### src/hdl/first_fit_boundary_tag_allocator_macros.svh
// Assertion helpers used by the allocator RTL.
`ifndef FIRST_FIT_BOUNDARY_TAG_ALLOCATOR_MACROS_SVH
`define FIRST_FIT_BOUNDARY_TAG_ALLOCATOR_MACROS_SVH

// Checked only outside reset.
`define FFBT_ASSERT(label, prop, msg) \
  label: assert property (@(posedge clk) disable iff (rst) prop) else $error(msg);

// Checked on every edge, reset included.
`define FFBT_ASSERT_ALWAYS(label, prop, msg) \
  label: assert property (@(posedge clk) prop) else $error(msg);

`endif

### src/hdl/ffbt_pkg.sv
package ffbt_pkg;

  localparam int DEF_HEAP_BYTES = 16384;
  localparam int DEF_TAG_BYTES  = 4;

  localparam int APB_ADDR_W = 2;
  localparam int APB_DATA_W = 32;

  localparam logic [APB_ADDR_W-1:0] REG_HEAP_BASE = 2'd0;

  localparam logic FUNC_ALLOC = 1'b0;
  localparam logic FUNC_FREE  = 1'b1;

  typedef enum logic [4:0] {
    ST_IDLE,
    ST_CLR,
    ST_INIT_HDR,
    ST_INIT_TRL,
    ST_A_ROUND,
    ST_A_NEED,
    ST_W_RD,
    ST_W_CHK,
    ST_A_SPLIT0,
    ST_A_SPLIT1,
    ST_A_SPLIT2,
    ST_A_SPLIT3,
    ST_A_WHOLE0,
    ST_A_WHOLE1,
    ST_F_HDR,
    ST_F_CHK,
    ST_F_TRL_RD,
    ST_F_TRL_CHK,
    ST_F_MARK0,
    ST_F_MARK1,
    ST_F_NX,
    ST_F_NX_CHK,
    ST_F_PV,
    ST_F_PV_CHK,
    ST_F_PV_RD,
    ST_F_PV_HDR,
    ST_F_PMARK0,
    ST_F_PMARK1,
    ST_F_OK,
    ST_FAIL
  } state_t;

  typedef struct packed {
    logic rd;
    logic wr;
    logic direct;
  } mem_ctl_t;

endpackage

### src/hdl/ffbt_seq.sv
`include "first_fit_boundary_tag_allocator_macros.svh"

module ffbt_seq
  import ffbt_pkg::*;
#(
  parameter int HEAP_BYTES = DEF_HEAP_BYTES,
  parameter int TAG_BYTES  = DEF_TAG_BYTES
) (
  input  logic                                                   clk,
  input  logic                                                   rst,
  input  logic                                                   start,
  input  logic                                                   func,
  input  logic [14:0]                                            request_size,
  input  logic [31:0]                                            payload_addr,
  input  logic [31:0]                                            heap_base,
  output logic                                                   busy,
  output logic                                                   done,
  output logic [31:0]                                            payload_address,
  output logic                                                   success,
  output mem_ctl_t                                               ctl,
  output logic [$clog2((HEAP_BYTES/TAG_BYTES)*TAG_BYTES+1):0]    baddr,
  output logic [$clog2(HEAP_BYTES/TAG_BYTES)-1:0]                dword,
  output logic [$clog2((HEAP_BYTES/TAG_BYTES)*TAG_BYTES+1)-1:0]  wdata,
  input  logic [$clog2((HEAP_BYTES/TAG_BYTES)*TAG_BYTES+1)-1:0]  rdata,
  input  logic [$clog2((HEAP_BYTES/TAG_BYTES)*TAG_BYTES+1):0]    word
);

  localparam int HEAP_WORDS = HEAP_BYTES / TAG_BYTES;
  localparam int HEAP_SPAN  = HEAP_WORDS * TAG_BYTES;
  localparam int TAG_W      = $clog2(HEAP_SPAN + 1);
  localparam int WORD_W     = $clog2(HEAP_WORDS);
  localparam int AW         = TAG_W + 1;
  localparam int CW         = WORD_W + 1;
  localparam int NW         = TAG_W + 2;

  localparam logic [TAG_W-1:0]  SPAN_V  = TAG_W'(HEAP_SPAN);
  localparam logic [TAG_W-1:0]  TB_V    = TAG_W'(TAG_BYTES);
  localparam logic [TAG_W-1:0]  TB3_V   = TAG_W'(3 * TAG_BYTES);
  localparam logic [AW-1:0]     TB_A    = AW'(TAG_BYTES);
  localparam logic [NW-1:0]     TB_N    = NW'(TAG_BYTES);
  localparam logic [CW-1:0]     WORDS_V = CW'(HEAP_WORDS);
  localparam logic [WORD_W-1:0] LAST_W  = WORD_W'(HEAP_WORDS - 1);

  state_t state, state_next;

  logic [CW-1:0]    cnt;
  logic [TAG_W-1:0] off, size, hv, psize, rem, q, req_q;
  logic [NW-1:0]    need;
  logic             ph;

  logic [TAG_W-1:0] rd_size, rem_calc, nx, total;
  logic [31:0]      off32;
  logic             emit, emit_ok;
  logic             w_fits, w_take, f_bad, nx_take, pv_take, ph_hdr_ok;

  assign busy     = (state != ST_IDLE);
  assign rd_size  = {rdata[TAG_W-1:1], 1'b0};
  assign rem_calc = rd_size - need[TAG_W-1:0];
  assign nx       = off + size;
  assign total    = psize + size;
  assign off32    = payload_addr - heap_base - 32'(TAG_BYTES);

  assign w_fits = (rd_size != '0) && (rd_size <= SPAN_V - off);
  assign w_take = !rdata[0] && (NW'(rd_size) >= need);

  // offset alignment, header size range, trailer below heap start
  assign f_bad = (NW'(q) * TB_N != NW'(off)) || (rd_size == '0) ||
                 (rd_size > SPAN_V - off) || ((AW'(off) + AW'(rd_size)) < TB_A);

  assign nx_take   = (rd_size != '0) && (rd_size <= SPAN_V - nx) && !rdata[0];
  assign pv_take   = (rd_size != '0) && (rd_size <= off);
  assign ph_hdr_ok = !rdata[0] && (rd_size == psize);

  always_ff @(posedge clk) begin
    if (rst) begin
      state <= ST_CLR;
      cnt   <= '0;
      done  <= 1'b0;
    end else begin
      state <= state_next;
      done  <= emit;
      if (state == ST_CLR || state == ST_W_CHK) begin
        cnt <= cnt + 1'b1;
      end else if (state == ST_A_NEED) begin
        cnt <= '0;
      end
    end
  end

  always_ff @(posedge clk) begin
    if (emit) begin
      success         <= emit_ok;
      payload_address <= (emit_ok && state != ST_F_OK) ?
                         heap_base + 32'(off) + 32'(TAG_BYTES) : '0;
    end
    unique case (state)
      ST_IDLE: begin
        req_q <= TAG_W'(request_size);
        off   <= off32[TAG_W-1:0];
      end
      ST_A_ROUND: q <= word[TAG_W-1:0];
      ST_A_NEED: begin
        need <= NW'(q) * TB_N + (TB_N << 1);
        off  <= '0;
      end
      ST_W_CHK: begin
        if (w_take) begin
          size <= rd_size;
          rem  <= rem_calc;
        end else begin
          off <= off + rd_size;
        end
      end
      ST_F_HDR: q <= word[TAG_W-1:0];
      ST_F_CHK: begin
        hv   <= rdata;
        size <= rd_size;
        ph   <= 1'b0;
      end
      ST_F_NX_CHK: begin
        if (nx_take) begin
          size <= size + rd_size;
          ph   <= 1'b1;
        end
      end
      ST_F_PV_CHK: psize <= rd_size;
      default: ;
    endcase
  end

  always_comb begin
    state_next = state;
    ctl        = '0;
    baddr      = '0;
    dword      = '0;
    wdata      = '0;
    emit       = 1'b0;
    emit_ok    = 1'b0;
    unique case (state)
      ST_IDLE: begin
        if (start) begin
          if (func == FUNC_FREE) begin
            state_next = (off32 >= 32'(HEAP_SPAN)) ? ST_FAIL : ST_F_HDR;
          end else begin
            state_next = (32'(request_size) >= 32'(HEAP_SPAN)) ? ST_FAIL : ST_A_ROUND;
          end
        end
      end
      ST_CLR: begin
        ctl.wr     = 1'b1;
        ctl.direct = 1'b1;
        dword      = cnt[WORD_W-1:0];
        if (cnt == WORDS_V - 1'b1) begin
          state_next = ST_INIT_HDR;
        end
      end
      ST_INIT_HDR: begin
        ctl.wr     = 1'b1;
        ctl.direct = 1'b1;
        wdata      = SPAN_V;
        state_next = ST_INIT_TRL;
      end
      ST_INIT_TRL: begin
        ctl.wr     = 1'b1;
        ctl.direct = 1'b1;
        dword      = LAST_W;
        wdata      = SPAN_V;
        state_next = ST_IDLE;
      end
      ST_A_ROUND: begin
        baddr      = AW'(req_q) + TB_A - 1'b1;
        state_next = ST_A_NEED;
      end
      ST_A_NEED: state_next = ST_W_RD;
      ST_W_RD: begin
        if (cnt == WORDS_V || off >= SPAN_V) begin
          state_next = ST_FAIL;
        end else begin
          ctl.rd     = 1'b1;
          baddr      = AW'(off);
          state_next = ST_W_CHK;
        end
      end
      ST_W_CHK: begin
        if (!w_fits) begin
          state_next = ST_FAIL;
        end else if (w_take) begin
          state_next = (rem_calc >= TB3_V) ? ST_A_SPLIT0 : ST_A_WHOLE0;
        end else begin
          state_next = ST_W_RD;
        end
      end
      ST_A_SPLIT0: begin
        ctl.wr     = 1'b1;
        baddr      = AW'(off);
        wdata      = need[TAG_W-1:0] | TAG_W'(1);
        state_next = ST_A_SPLIT1;
      end
      ST_A_SPLIT1: begin
        ctl.wr     = 1'b1;
        baddr      = AW'(off) + AW'(need[TAG_W-1:0]) - TB_A;
        wdata      = need[TAG_W-1:0] | TAG_W'(1);
        state_next = ST_A_SPLIT2;
      end
      ST_A_SPLIT2: begin
        ctl.wr     = 1'b1;
        baddr      = AW'(off) + AW'(need[TAG_W-1:0]);
        wdata      = rem;
        state_next = ST_A_SPLIT3;
      end
      ST_A_SPLIT3: begin
        ctl.wr     = 1'b1;
        baddr      = AW'(off) + AW'(size) - TB_A;
        wdata      = rem;
        emit       = 1'b1;
        emit_ok    = 1'b1;
        state_next = ST_IDLE;
      end
      ST_A_WHOLE0: begin
        ctl.wr     = 1'b1;
        baddr      = AW'(off);
        wdata      = size | TAG_W'(1);
        state_next = ST_A_WHOLE1;
      end
      ST_A_WHOLE1: begin
        ctl.wr     = 1'b1;
        baddr      = AW'(off) + AW'(size) - TB_A;
        wdata      = size | TAG_W'(1);
        emit       = 1'b1;
        emit_ok    = 1'b1;
        state_next = ST_IDLE;
      end
      ST_F_HDR: begin
        ctl.rd     = 1'b1;
        baddr      = AW'(off);
        state_next = ST_F_CHK;
      end
      ST_F_CHK: state_next = f_bad ? ST_FAIL : ST_F_TRL_RD;
      ST_F_TRL_RD: begin
        ctl.rd     = 1'b1;
        baddr      = AW'(off) + AW'(size) - TB_A;
        state_next = ST_F_TRL_CHK;
      end
      ST_F_TRL_CHK: state_next = (rdata != hv) ? ST_FAIL : ST_F_MARK0;
      ST_F_MARK0: begin
        ctl.wr = 1'b1;
        baddr  = AW'(off);
        wdata  = size;
        if (size >= TB_V) begin
          state_next = ST_F_MARK1;
        end else begin
          state_next = ph ? ST_F_PV : ST_F_NX;
        end
      end
      ST_F_MARK1: begin
        ctl.wr     = 1'b1;
        baddr      = AW'(off) + AW'(size) - TB_A;
        wdata      = size;
        state_next = ph ? ST_F_PV : ST_F_NX;
      end
      ST_F_NX: begin
        if (AW'(off) + AW'(size) < AW'(SPAN_V)) begin
          ctl.rd     = 1'b1;
          baddr      = AW'(nx);
          state_next = ST_F_NX_CHK;
        end else begin
          state_next = ST_F_PV;
        end
      end
      ST_F_NX_CHK: state_next = nx_take ? ST_F_MARK0 : ST_F_PV;
      ST_F_PV: begin
        if (off != '0) begin
          ctl.rd     = 1'b1;
          baddr      = AW'(off) - TB_A;
          state_next = ST_F_PV_CHK;
        end else begin
          state_next = ST_F_OK;
        end
      end
      ST_F_PV_CHK: state_next = pv_take ? ST_F_PV_RD : ST_F_OK;
      ST_F_PV_RD: begin
        ctl.rd     = 1'b1;
        baddr      = AW'(off - psize);
        state_next = ST_F_PV_HDR;
      end
      ST_F_PV_HDR: state_next = ph_hdr_ok ? ST_F_PMARK0 : ST_F_OK;
      ST_F_PMARK0: begin
        ctl.wr     = 1'b1;
        baddr      = AW'(off - psize);
        wdata      = total;
        state_next = (total >= TB_V) ? ST_F_PMARK1 : ST_F_OK;
      end
      ST_F_PMARK1: begin
        ctl.wr     = 1'b1;
        baddr      = AW'(off) + AW'(size) - TB_A;
        wdata      = total;
        state_next = ST_F_OK;
      end
      ST_F_OK: begin
        emit       = 1'b1;
        emit_ok    = 1'b1;
        state_next = ST_IDLE;
      end
      ST_FAIL: begin
        emit       = 1'b1;
        state_next = ST_IDLE;
      end
      default: state_next = ST_IDLE;
    endcase
  end

  `FFBT_ASSERT(a_done_single, done |=> !done, "result strobe held two cycles")
  `FFBT_ASSERT(a_done_idle, done |-> !busy, "result shown while still busy")
  `FFBT_ASSERT(a_fail_zero, done && !success |-> payload_address == '0,
               "failed request returned an address")
  `FFBT_ASSERT(a_accept_busy, start && !busy |=> busy, "accepted request did not start")
  `FFBT_ASSERT(a_idle_no_write, !busy |-> !ctl.wr, "tag write while idle")
  `FFBT_ASSERT_ALWAYS(a_reset_clear, rst |=> busy && !done, "reset did not start clearing")

endmodule

### config.mk
export PLATFORM = sky130hd
export DESIGN_NAME = ffbt_seq
export DESIGN_NICKNAME = d
export VERILOG_FILES = /design/src/hdl/ffbt_pkg.sv /design/src/hdl/ffbt_seq.sv
export VERILOG_INCLUDE_DIRS = /design/src /design/src/hdl
export SDC_FILE = /design/constraint.sdc
export NUM_CORES = 1
export LEC_CHECK = 0
export ABC_AREA = 1
export ABC_CLOCK_PERIOD_IN_PS = 5500
export BUFFER_PORTS_ARGS = -buffer_cell sky130_fd_sc_hd__buf_2
export CORE_MARGIN = 2
export CORE_UTILIZATION = 48
export DETAILED_ROUTE_END_ITERATION = 12
export HOLD_SLACK_MARGIN = 0.05
export PLACE_DENSITY = 0.74
export REMOVE_ABC_BUFFERS = 1
export SLEW_MARGIN = 10
export SYNTH_ARGS = -nofsm -noshare
export SYNTH_HDL_FRONTEND = slang
export SYNTH_SLANG_ARGS = --single-unit
### constraint.sdc
create_clock -name clk -period 5.5 [get_ports clk]
set_input_delay 0.275 -clock clk [delete_from_list [all_inputs] [get_ports clk]]
set_output_delay 0.275 -clock clk [all_outputs]
set_load 0.01 [all_outputs]
; After elaboration in Yosys (flattened, before gate mapping)
; Cells that the tools add are included.
[totals]
out_inout_bits = 81
register_bits = 174
elab_cells = 174
in_bits = 114
[op_classes]
eq_ne = 40
n_addsub = 22
reduce_logical = 42
mux = 43
n_lt_le_gt_ge = 13
[op_table]
columns = op, n
row1 = 16-bit case mux with 9 select lines, 1
row2 = 5-bit case mux with 25 select lines, 1
row3 = 15-bit case mux with 3 select lines, 2
row4 = 15-bit case mux with 6 select lines, 1
row5 = 15-bit 2-to-1 mux, 5
row6 = 5-bit equality test (second input constant), 14
row7 = 15-bit adder, 4
row8 = 15-bit by 15-bit adder with 16-bit output, 3
row9 = 15-bit <= comparator, 3
row10 = 5-bit by 4-bit equality test with 1-bit output (second input constant), 8
row11 = 5-bit 2-to-1 mux, 7
row12 = 32-bit by 15-bit adder with 32-bit output, 1
row13 = 32-bit by 3-bit adder with 32-bit output (second input constant), 1
row14 = 32-bit by 15-bit >= comparator with 1-bit output (second input constant), 1
row15 = 16-bit by 3-bit subtractor with 16-bit output (second input constant), 2
row16 = 32-bit by 3-bit subtractor with 32-bit output (second input constant), 1
row17 = 32-bit subtractor, 1
row18 = 15-bit >= comparator (second input constant), 2
row19 = 15-bit by 3-bit >= comparator with 1-bit output (second input constant), 2
row20 = 15-bit nonzero test, 2
row21 = 15-bit subtractor (first input constant), 2
row22 = 13-bit 2-to-1 mux, 2
row23 = 12-bit case mux with 2 select lines, 1
row24 = 5-bit by 3-bit equality test with 1-bit output (second input constant), 4
row25 = other kinds (44), 89

; Longest topological paths before layout
; Gate-level depths: netlist of run 1.
[depth]
word_depth = 7
depth_mapped = 33

; Worst setup path before layout of run 1
; Ideal clock, no wire load.
[synth_timing]
path_kind = reg-to-reg
start = register off[2]
end = register size[10], enable pin
setup_ps = 390
path_slack_ps = 651
arrival_ps = 4460
path_buffers = 0
path_stages_with_launch = 27
required_time_ps = 5110
cell_sequence = edfxtp_1 -> inv_1 -> fa_1 -> inv_1 -> nand2_1 -> nand2_1 -> nand2_1 -> nand2_1 -> xor2_2 -> nand3_1 -> nor2_1 -> nand4_1 -> or2_1 -> nor2_1 -> nand3_1 -> xor2_1 -> ha_1 -> nand2_1 -> nor2_1 -> nand2_1 -> nor3_1 -> nand3_1 -> nand2_1 -> nand3_1 -> nand2_1 -> nand2_1 -> a21oi_1
[synth_between]
elab_chain_cells = 7
[synth_rtl]
columns = element, line_no
row1 = start: declaration, ffbt_seq.sv:47  ; logic [TAG_W-1:0] off, size, hv, psize, rem, q, req_q;
row2 = start signal: assignment, ffbt_seq.sv:99  ; off <= off32[TAG_W-1:0];
row3 = start signal: assignment, ffbt_seq.sv:111  ; off <= off + rd_size;
row4 = 15-bit adder, ffbt_seq.sv:59  ; assign nx = off + size;
row5 = 15-bit subtractor, ffbt_seq.sv:70  ; assign nx_take = (rd_size != '0) && (rd_size <= SPAN_V - nx) && !rdata[0];
row6 = 15-bit <= comparator, ffbt_seq.sv:70
row7 = 1-bit logical AND (2 in series), ffbt_seq.sv:70
row8 = 2-bit != test (no source line), --
row9 = 3-bit AND reduction (no source line), --
row10 = end signal: assignment, ffbt_seq.sv:108  ; size <= rd_size;
row11 = end signal: assignment, ffbt_seq.sv:117  ; size <= rd_size;
row12 = end signal: assignment, ffbt_seq.sv:122  ; size <= size + rd_size;
row13 = end: declaration, ffbt_seq.sv:47
; No other way between the ends.
; A chain may end at the register's enable or synchronous reset.

; Worst setup path in the final report of run 1
[layout_timing]
start = register size[1]
end = register size[6], enable pin
[layout_between]
elab_chain_cells = 7
[layout_rtl]
columns = element, line_no
row1 = 15-bit adder, ffbt_seq.sv:59
row2 = 15-bit subtractor, ffbt_seq.sv:70
row3 = 15-bit <= comparator, ffbt_seq.sv:70
row4 = 1-bit logical AND (2 in series), ffbt_seq.sv:70
row5 = 2-bit != test (no source line), --
row6 = 3-bit AND reduction (no source line), --
; No other way between the ends.

==> impl_metrics.env, run 1 <==
export IMPL_part_of_the_total_power_dissipated_in_combinational_logic_pct=44.2
export IMPL_worstPathMaxFanout=14
export IMPL_synth_adder_area_share_pct=15.7
export IMPL_clock_skew_ns=0.0250
export IMPL_max_vdd_ir_drop_mv=0.217
export IMPL_dr_total_vias=21601
export IMPL_max_cap_viols=0
export IMPL_wl_per_cell_microns=21.6
export IMPL_power_frac_seq_pct=30.4
export IMPL_power_density_mw_per_mm2=219
export IMPL_final_critical_path_setup_slack_ns=0.431
export IMPL_number_of_global_route_vias_before_repair=20144
export IMPL_overflow=0
export IMPL_placeableCoreArea_sq_mm=0.0409
export IMPL_row_count=74
export IMPL_p_int_mw=2.74
export IMPL_initial_utilization_pct=48.7
export IMPL_achievable_frequency_mhz=197
export IMPL_status="finished, final reports clean"
export IMPL_final_layout_size_suffix_gt1_share_pct=9.09
export IMPL_pwr_share_clk_pct=25.4
export IMPL_first_pass_iters=6
export IMPL_setup_violations=0
export IMPL_fp_dieArea_sq_mm=0.0432
export IMPL_clock_path_buffers=2
export IMPL_post_synth_cell_area_avg_sq_um=6.65
export IMPL_finalNonFillerCells=3790
export IMPL_hold_violations=0
export IMPL_dominantRegCellSynth="sky130_fd_sc_hd__edfxtp_1"
export IMPL_drc=0
export IMPL_cts_inserted_buffers=17
export IMPL_critical_path_max_stage_delay_ns=0.45
export IMPL_detail_route_wirelength_mm=81.7
export IMPL_initialDrtViolationCount=2253
export IMPL_preCtsSetupSlack_ns=0.527
export IMPL_final_cell_mix="781 x sky130_fd_sc_hd__nand2_1, 517 x sky130_fd_sc_hd__inv_1, 287 x sky130_fd_sc_hd__nor2_1"
export IMPL_ys_warnings_count=0
export IMPL_synth_xor_area_share_pct=5.18
export IMPL_clockRootBuffer="sky130_fd_sc_hd__clkbuf_16"
export IMPL_synthDistinctLibCells=60
export IMPL_grt_antenna_before_repair=0
export IMPL_worst_slew_margin_rel_pct=23.4
export IMPL_gr_usage_all_layers_pct=37.3
export IMPL_final_net_count=3604
export IMPL_most_frequent_standard_cell_in_the_layout_excluding_fill_and_tap_cells="sky130_fd_sc_hd__nand2_1"
export IMPL_nFillCells=4032
export IMPL_p_leak_nw=11.4
export IMPL_synth_cell_area_sq_mm=0.0199
export IMPL_cp_data_required_time_ns=5.69
export IMPL_crit_type="reg2reg"
export IMPL_cts_htree_levels=4
export IMPL_routabilityCongestion=1.04
export IMPL_drv_slew=0
export IMPL_global_route_wire_length_before_repair_mm=121
export IMPL_setup_tns_final_ns=0
export IMPL_route_antenna_remaining_nets=0
export IMPL_clock_tree_from_tritoncts="yes"
export IMPL_setup_worst_path_end_class="flop"
export IMPL_critPathArrivalTime_ns=5.25
export IMPL_switching_share_pct=44.6
export IMPL_synth_seq_area_share_pct=24.6
export IMPL_number_of_antenna_cells_inserted=0
export IMPL_synth_compound_area_share_pct=13.8
export IMPL_synth_mux_area_fraction_pct=0
export IMPL_largest_family_of_logic_cells_by_synthesized_area="simple AND/OR/NAND/NOR gates"
export IMPL_synth_simple_gate_area_share_pct=30.2
export IMPL_die_h_microns=208
export IMPL_clock_sink_count=170
export IMPL_cts_clk_slew_worst_paths_ns=0.08
export IMPL_hold_ws_ns=0.122
export IMPL_cpMostUsedCell="sky130_fd_sc_hd__nand2_1"
export IMPL_critical_path_slowest_cell="sky130_fd_sc_hd__edfxtp_1"
export IMPL_design_portCount=195
export IMPL_count_of_flip_flops_with_a_built_in_enable_after_synthesis=151
export IMPL_detailedPlacementHpwl_mm=65.3
export IMPL_power_net_switching_mw=2.20
export IMPL_synth_ff_latch_count=170
export IMPL_worst_skew_pair_late_latency_ns=0.51
export IMPL_shortest_period_the_worst_path_allows_ns=5.07
export IMPL_vias_per_cell=5.70
export IMPL_grt_setup_unrepaired="no"
export IMPL_critical_path_startpoint_type="flop"
export IMPL_grt_start_max_net_pins=35
export IMPL_place_port_buffers=193
export IMPL_asyncSetResetFlopFracSynth_pct=0
export IMPL_postSynthCellCount=3001
export IMPL_timing_hold_worst_class="in2reg"
export IMPL_die_x_microns=208
export IMPL_place_detailed_instances=3723
export IMPL_min_period_over_period_pct=92.2
export IMPL_synthToLayoutAreaGrowth_pct=13.1
export IMPL_timing_worst_slew_pin_value_ns=1.15
synthesized netlist by cell type (3+ instances only):
cell | instances | area share, %
sky130_fd_sc_hd__a211oi_1 | 11 | 0.41
sky130_fd_sc_hd__a21boi_0 | 6 | 0.23
sky130_fd_sc_hd__a21o_1 | 4 | 0.15
sky130_fd_sc_hd__a21oi_1 | 205 | 5.1
sky130_fd_sc_hd__a221oi_1 | 5 | 0.22
sky130_fd_sc_hd__a22oi_1 | 4 | 0.15
sky130_fd_sc_hd__a31oi_1 | 11 | 0.35
sky130_fd_sc_hd__buf_2 | 7 | 0.18
sky130_fd_sc_hd__clkbuf_1 | 16 | 0.30
sky130_fd_sc_hd__dfxtp_1 | 19 | 1.9
sky130_fd_sc_hd__edfxtp_1 | 151 | 23
sky130_fd_sc_hd__fa_1 | 9 | 0.90
sky130_fd_sc_hd__ha_1 | 236 | 15
sky130_fd_sc_hd__inv_1 | 517 | 9.7
sky130_fd_sc_hd__inv_2 | 7 | 0.13
sky130_fd_sc_hd__nand2_1 | 781 | 15
sky130_fd_sc_hd__nand3_1 | 214 | 5.4
sky130_fd_sc_hd__nand3b_1 | 12 | 0.45
sky130_fd_sc_hd__nand4_1 | 43 | 1.3
sky130_fd_sc_hd__nor2_1 | 289 | 5.4
sky130_fd_sc_hd__nor2_2 | 10 | 0.31
sky130_fd_sc_hd__nor3_1 | 49 | 1.2
sky130_fd_sc_hd__nor4_1 | 13 | 0.41
sky130_fd_sc_hd__o2111ai_1 | 17 | 0.75
sky130_fd_sc_hd__o211ai_1 | 5 | 0.19
sky130_fd_sc_hd__o21a_1 | 12 | 0.45
sky130_fd_sc_hd__o21ai_0 | 147 | 3.7
sky130_fd_sc_hd__o21ai_1 | 5 | 0.13
sky130_fd_sc_hd__o21ai_2 | 4 | 0.18
sky130_fd_sc_hd__o21bai_1 | 16 | 0.60
sky130_fd_sc_hd__o221ai_1 | 5 | 0.22
sky130_fd_sc_hd__o22ai_1 | 14 | 0.44
sky130_fd_sc_hd__o31ai_1 | 3 | 0.11
sky130_fd_sc_hd__or2_2 | 10 | 0.31
sky130_fd_sc_hd__xnor2_1 | 44 | 1.9
sky130_fd_sc_hd__xor2_1 | 72 | 3.2
worst max-delay path, delay by kind of cell, from the launching register on:
kind | cells | cell delay [ns]
xor gates and xnor gates | 1 | 0.15
AOI/OAI and AO/OA | 1 | 0.17
DFF | 1 | 0.45
buffers and inverters | 3 | 0.42
adders and majority gates | 3 | 0.89
and+or+nand+nor | 21 | 2.65
stage by stage:
step                      instance area, sq um  util [%]  power, mW
final                                    22600      55.1       4.94
after global placement                   21600      52.9       3.59
after CTS                                22500      55.0       4.88
after detailed placement                 21600      52.9       3.61
after floorplan                          19800         -       2.87
after global routing                     22600      55.1       5.22
power by group through the flow:
stage,clock (mW),sequential (mW),combinational [mW]
6_report,1.26,1.50,2.19
2_1_floorplan,0,1.53,1.34
4_1_cts,1.27,1.50,2.12
3_3_place_gp,0,1.53,2.06
3_5_place_dp,0,1.53,2.08
5_1_grt,1.31,1.50,2.40
cell type report:
type / count / area [sq um] / share of cell area, %
flip-flops and latches: 170 / 4910 / 21.8
multi-input cells: 2278 / 12900 / 57.3
repair buffers: 252 / 1490 / 6.59
well taps: 532 / 666 / 2.95
clock buffers: 17 / 425 / 1.89
clock inverters: 15 / 155 / 0.688
inverters: 526 / 1980 / 8.77
per-layer routing:
| metal | routed length [microns] | global-route usage [%] | vias up |
|---|---|---|---|
| li1 | - | - | 10418 |
| met1 | 34000 | 48.9 | 9896 |
| met2 | 34500 | 56.5 | 1098 |
| met3 | 8730 | 9.94 | 189 |
| met4 | 4460 | 18.8 | 0 |
| met5 | 0 | 0 | - |
what timing repair did:
action	in CTS	in global routing
gates resized for setup	0	1
hold buffers	31	0
endpoints found under the setup margin	0	14
setup buffers	0	4
endpoints found under the hold margin	31	0
path summary, 6_finish.rpt:
path / startpoint / end / slack, ns / cells past startpoint
setup / recovery: size[1] / size[6] / 0.43 / 29
hold / removal: heap_base[21] / payload_address[21] / 0.12 / 3
setup reg to reg: size[1] / size[6] / 0.43 / 29
hold reg to reg: cnt[4] / cnt[4] / 0.51 / 2
state kept, by name, indices dropped and copies added (netlist names):
name	count
success	1
state	5
q	15
size	14
done	1
cnt	13
need	15
hv	15
ph	1
psize	14
payload_address	32
off	15
req_q	15
rem	14
cells by family (layout without fill, tap and decap cells):
group	count (synthesis)	in the layout
fa+ha+maj	245	245
flops	170	170
simple gates	1434	1434
buf+inv	553	810
xor+xnor	117	117
compound gates	482	482
(Power assumes the default switching activity.)
==> inputs of run 2 (changes only) <==
--- a/config.mk
+++ b/config.mk
@@ -11,6 +11,7 @@
 export BUFFER_PORTS_ARGS = -buffer_cell sky130_fd_sc_hd__buf_2
 export CORE_MARGIN = 2
 export CORE_UTILIZATION = 48
+export CTS_BUF_LIST = sky130_fd_sc_hd__clkbuf_4
 export DETAILED_ROUTE_END_ITERATION = 12
 export HOLD_SLACK_MARGIN = 0.05
 export PLACE_DENSITY = 0.74
==> impl_metrics.env, run 2 (synthesis gave the netlist of run 1 again) <==
export IMPL_dr_total_vias=21971
export IMPL_finalNonFillerCells=3847
export IMPL_min_period_over_period_pct=90.7
export IMPL_power_net_switching_mw=2.17
export IMPL_layout_cell_area_non_filler_sq_mm=0.0228
export IMPL_route_antenna_remaining_nets=0
export IMPL_drv_slew=0
export IMPL_clockRootBuffer="sky130_fd_sc_hd__clkbuf_4"
export IMPL_critical_path_slowest_cell="sky130_fd_sc_hd__edfxtp_1"
export IMPL_cpMostUsedCell="sky130_fd_sc_hd__nand2_1"
export IMPL_place_port_buffers=193
export IMPL_power_density_mw_per_mm2=199
export IMPL_worstPathMaxFanout=14
export IMPL_vias_per_cell=5.71
export IMPL_synthToLayoutAreaGrowth_pct=14.3
export IMPL_final_cell_mix="781 x sky130_fd_sc_hd__nand2_1, 517 x sky130_fd_sc_hd__inv_1, 287 x sky130_fd_sc_hd__nor2_1"
export IMPL_pwr_share_clk_pct=18.0
export IMPL_critPathArrivalTime_ns=5.47
export IMPL_part_of_the_total_power_dissipated_in_combinational_logic_pct=48.9
export IMPL_grt_setup_unrepaired="no"
export IMPL_critical_path_startpoint_type="flop"
export IMPL_timing_worst_slew_pin_value_ns=1.13
export IMPL_nFillCells=4002
export IMPL_switching_share_pct=47.8
export IMPL_timing_hold_worst_class="in2reg"
export IMPL_largest_register="payload_address"
export IMPL_power_frac_seq_pct=33.1
export IMPL_final_layout_size_suffix_gt1_share_pct=8.97
export IMPL_setup_worst_path_end_class="flop"
export IMPL_clock_tree_from_tritoncts="yes"
export IMPL_post_layout_total_power_mw=4.53
export IMPL_initial_utilization_pct=48.7
export IMPL_setup_tns_final_ns=0
export IMPL_achievable_frequency_mhz=201
export IMPL_max_cap_viols=0
export IMPL_die_x_microns=208
export IMPL_detail_route_wirelength_mm=82.8
export IMPL_hold_violations=0
export IMPL_grt_start_max_net_pins=35
export IMPL_most_frequent_standard_cell_in_the_layout_excluding_fill_and_tap_cells="sky130_fd_sc_hd__nand2_1"
export IMPL_setup_violations=0
export IMPL_layout_core_utilization_pct=55.7
export IMPL_clock_skew_ns=0.0566
export IMPL_overflow=0
export IMPL_final_net_count=3657
export IMPL_global_route_wire_length_before_repair_mm=123
export IMPL_max_vdd_ir_drop_mv=0.254
export IMPL_clock_sink_count=170
export IMPL_wl_per_cell_microns=21.5
export IMPL_row_count=74
export IMPL_gr_usage_all_layers_pct=37.8
export IMPL_cts_inserted_buffers=17
export IMPL_fp_dieArea_sq_mm=0.0432
export IMPL_p_leak_nw=11.5
export IMPL_largest_register_ffs=32
export IMPL_post_dp_cell_area_sq_mm=0.0216
export IMPL_cts_htree_levels=4
export IMPL_cp_data_required_time_ns=5.98
export IMPL_grt_antenna_before_repair=3
export IMPL_status="finished, final reports clean"
export IMPL_placeableCoreArea_sq_mm=0.0409
export IMPL_drc=0
export IMPL_detailedPlacementHpwl_mm=65.3
export IMPL_routabilityCongestion=1.04
export IMPL_initialDrtViolationCount=2691
export IMPL_design_portCount=195
export IMPL_clock_path_buffers=2
export IMPL_worst_skew_pair_late_latency_ns=0.82
export IMPL_worst_slew_margin_rel_pct=24.2
export IMPL_p_int_mw=2.36
export IMPL_cts_clk_slew_worst_paths_ns=0.19
export IMPL_crit_type="reg2reg"
export IMPL_place_detailed_instances=3723
export IMPL_multi_input_comb_area_sq_mm=0.0129
export IMPL_number_of_global_route_vias_before_repair=20495
export IMPL_critical_path_max_stage_delay_ns=0.46
export IMPL_seqCellArea_sq_mm=0.00491
export IMPL_shortest_period_the_worst_path_allows_ns=4.99
export IMPL_die_h_microns=208
export IMPL_first_pass_iters=6
[run 2: power by group through the flow]
stage | clock (mW) | sequential [mW] | combinational [mW]
after global routing | 0.861 | 1.50 | 2.43
after detailed placement | 0 | 1.53 | 2.08
after global placement | 0 | 1.53 | 2.06
after CTS | 0.824 | 1.50 | 2.14
after floorplan | 0 | 1.53 | 1.34
final | 0.815 | 1.50 | 2.21
[run 2: worst paths after layout]
kind,start,endpoint,slack (ns),depth (start not counted)
worst max-delay path,size[1],size[6],0.51,29
worst min-delay path,heap_base[5],payload_address[6],0.16,5
worst max register to register,size[1],size[6],0.51,29
worst min register to register,cnt[9],cnt[9],0.52,2
[run 2: repair_timing]
item | 4_1_cts | 5_1_grt
setup buffers | 0 | 5
setup endpoints to repair | 0 | 14
resized for setup | 0 | 1
endpoints found under the hold margin | 97 | 0
hold buffers | 83 | 0
[run 2: final cells by class]
class                      instances  share of cell area [%]
multi-input combinational       2278                    56.7
sequential                       170                    21.6
timing repair buffer             305                    8.83
inverter                         526                    8.68
tap                              532                    2.92
clock inverter                    15                   0.680
clock buffer                      17                   0.560
antenna                            4                  0.0439
[run 2: metrics by stage]
step | hold slack, ns | setup slack [ns]
finish | 0.163 | 0.513
global route | 0.163 | 0.0566
CTS | 0.0977 | 0.469
detailed placement | 0.453 | 0.527
global placement | 0.454 | 0.649
floorplan | 0.344 | 0.648
[run 2: per-layer routing]
layer / track usage, % / routed length, microns / vias to the layer above
met5: 0 / 18 / -
met4: 18.6 / 4330 / 2
met3: 8.65 / 8280 / 192
met2: 57.8 / 35200 / 1139
met1: 50.0 / 34900 / 10116
li1: - / - / 10522
[run 2: worst max-delay path, delay by kind of cell, from the launching register on]
kind / cells / cell delay, ns
AO/OA/AOI/OAI: 1 / 0.14
XOR/XNOR: 1 / 0.15
adder cells (fa/ha/maj): 3 / 0.87
buffers and inverters: 3 / 0.41
flip-flops: 1 / 0.46
AND/OR/NAND/NOR: 21 / 2.58
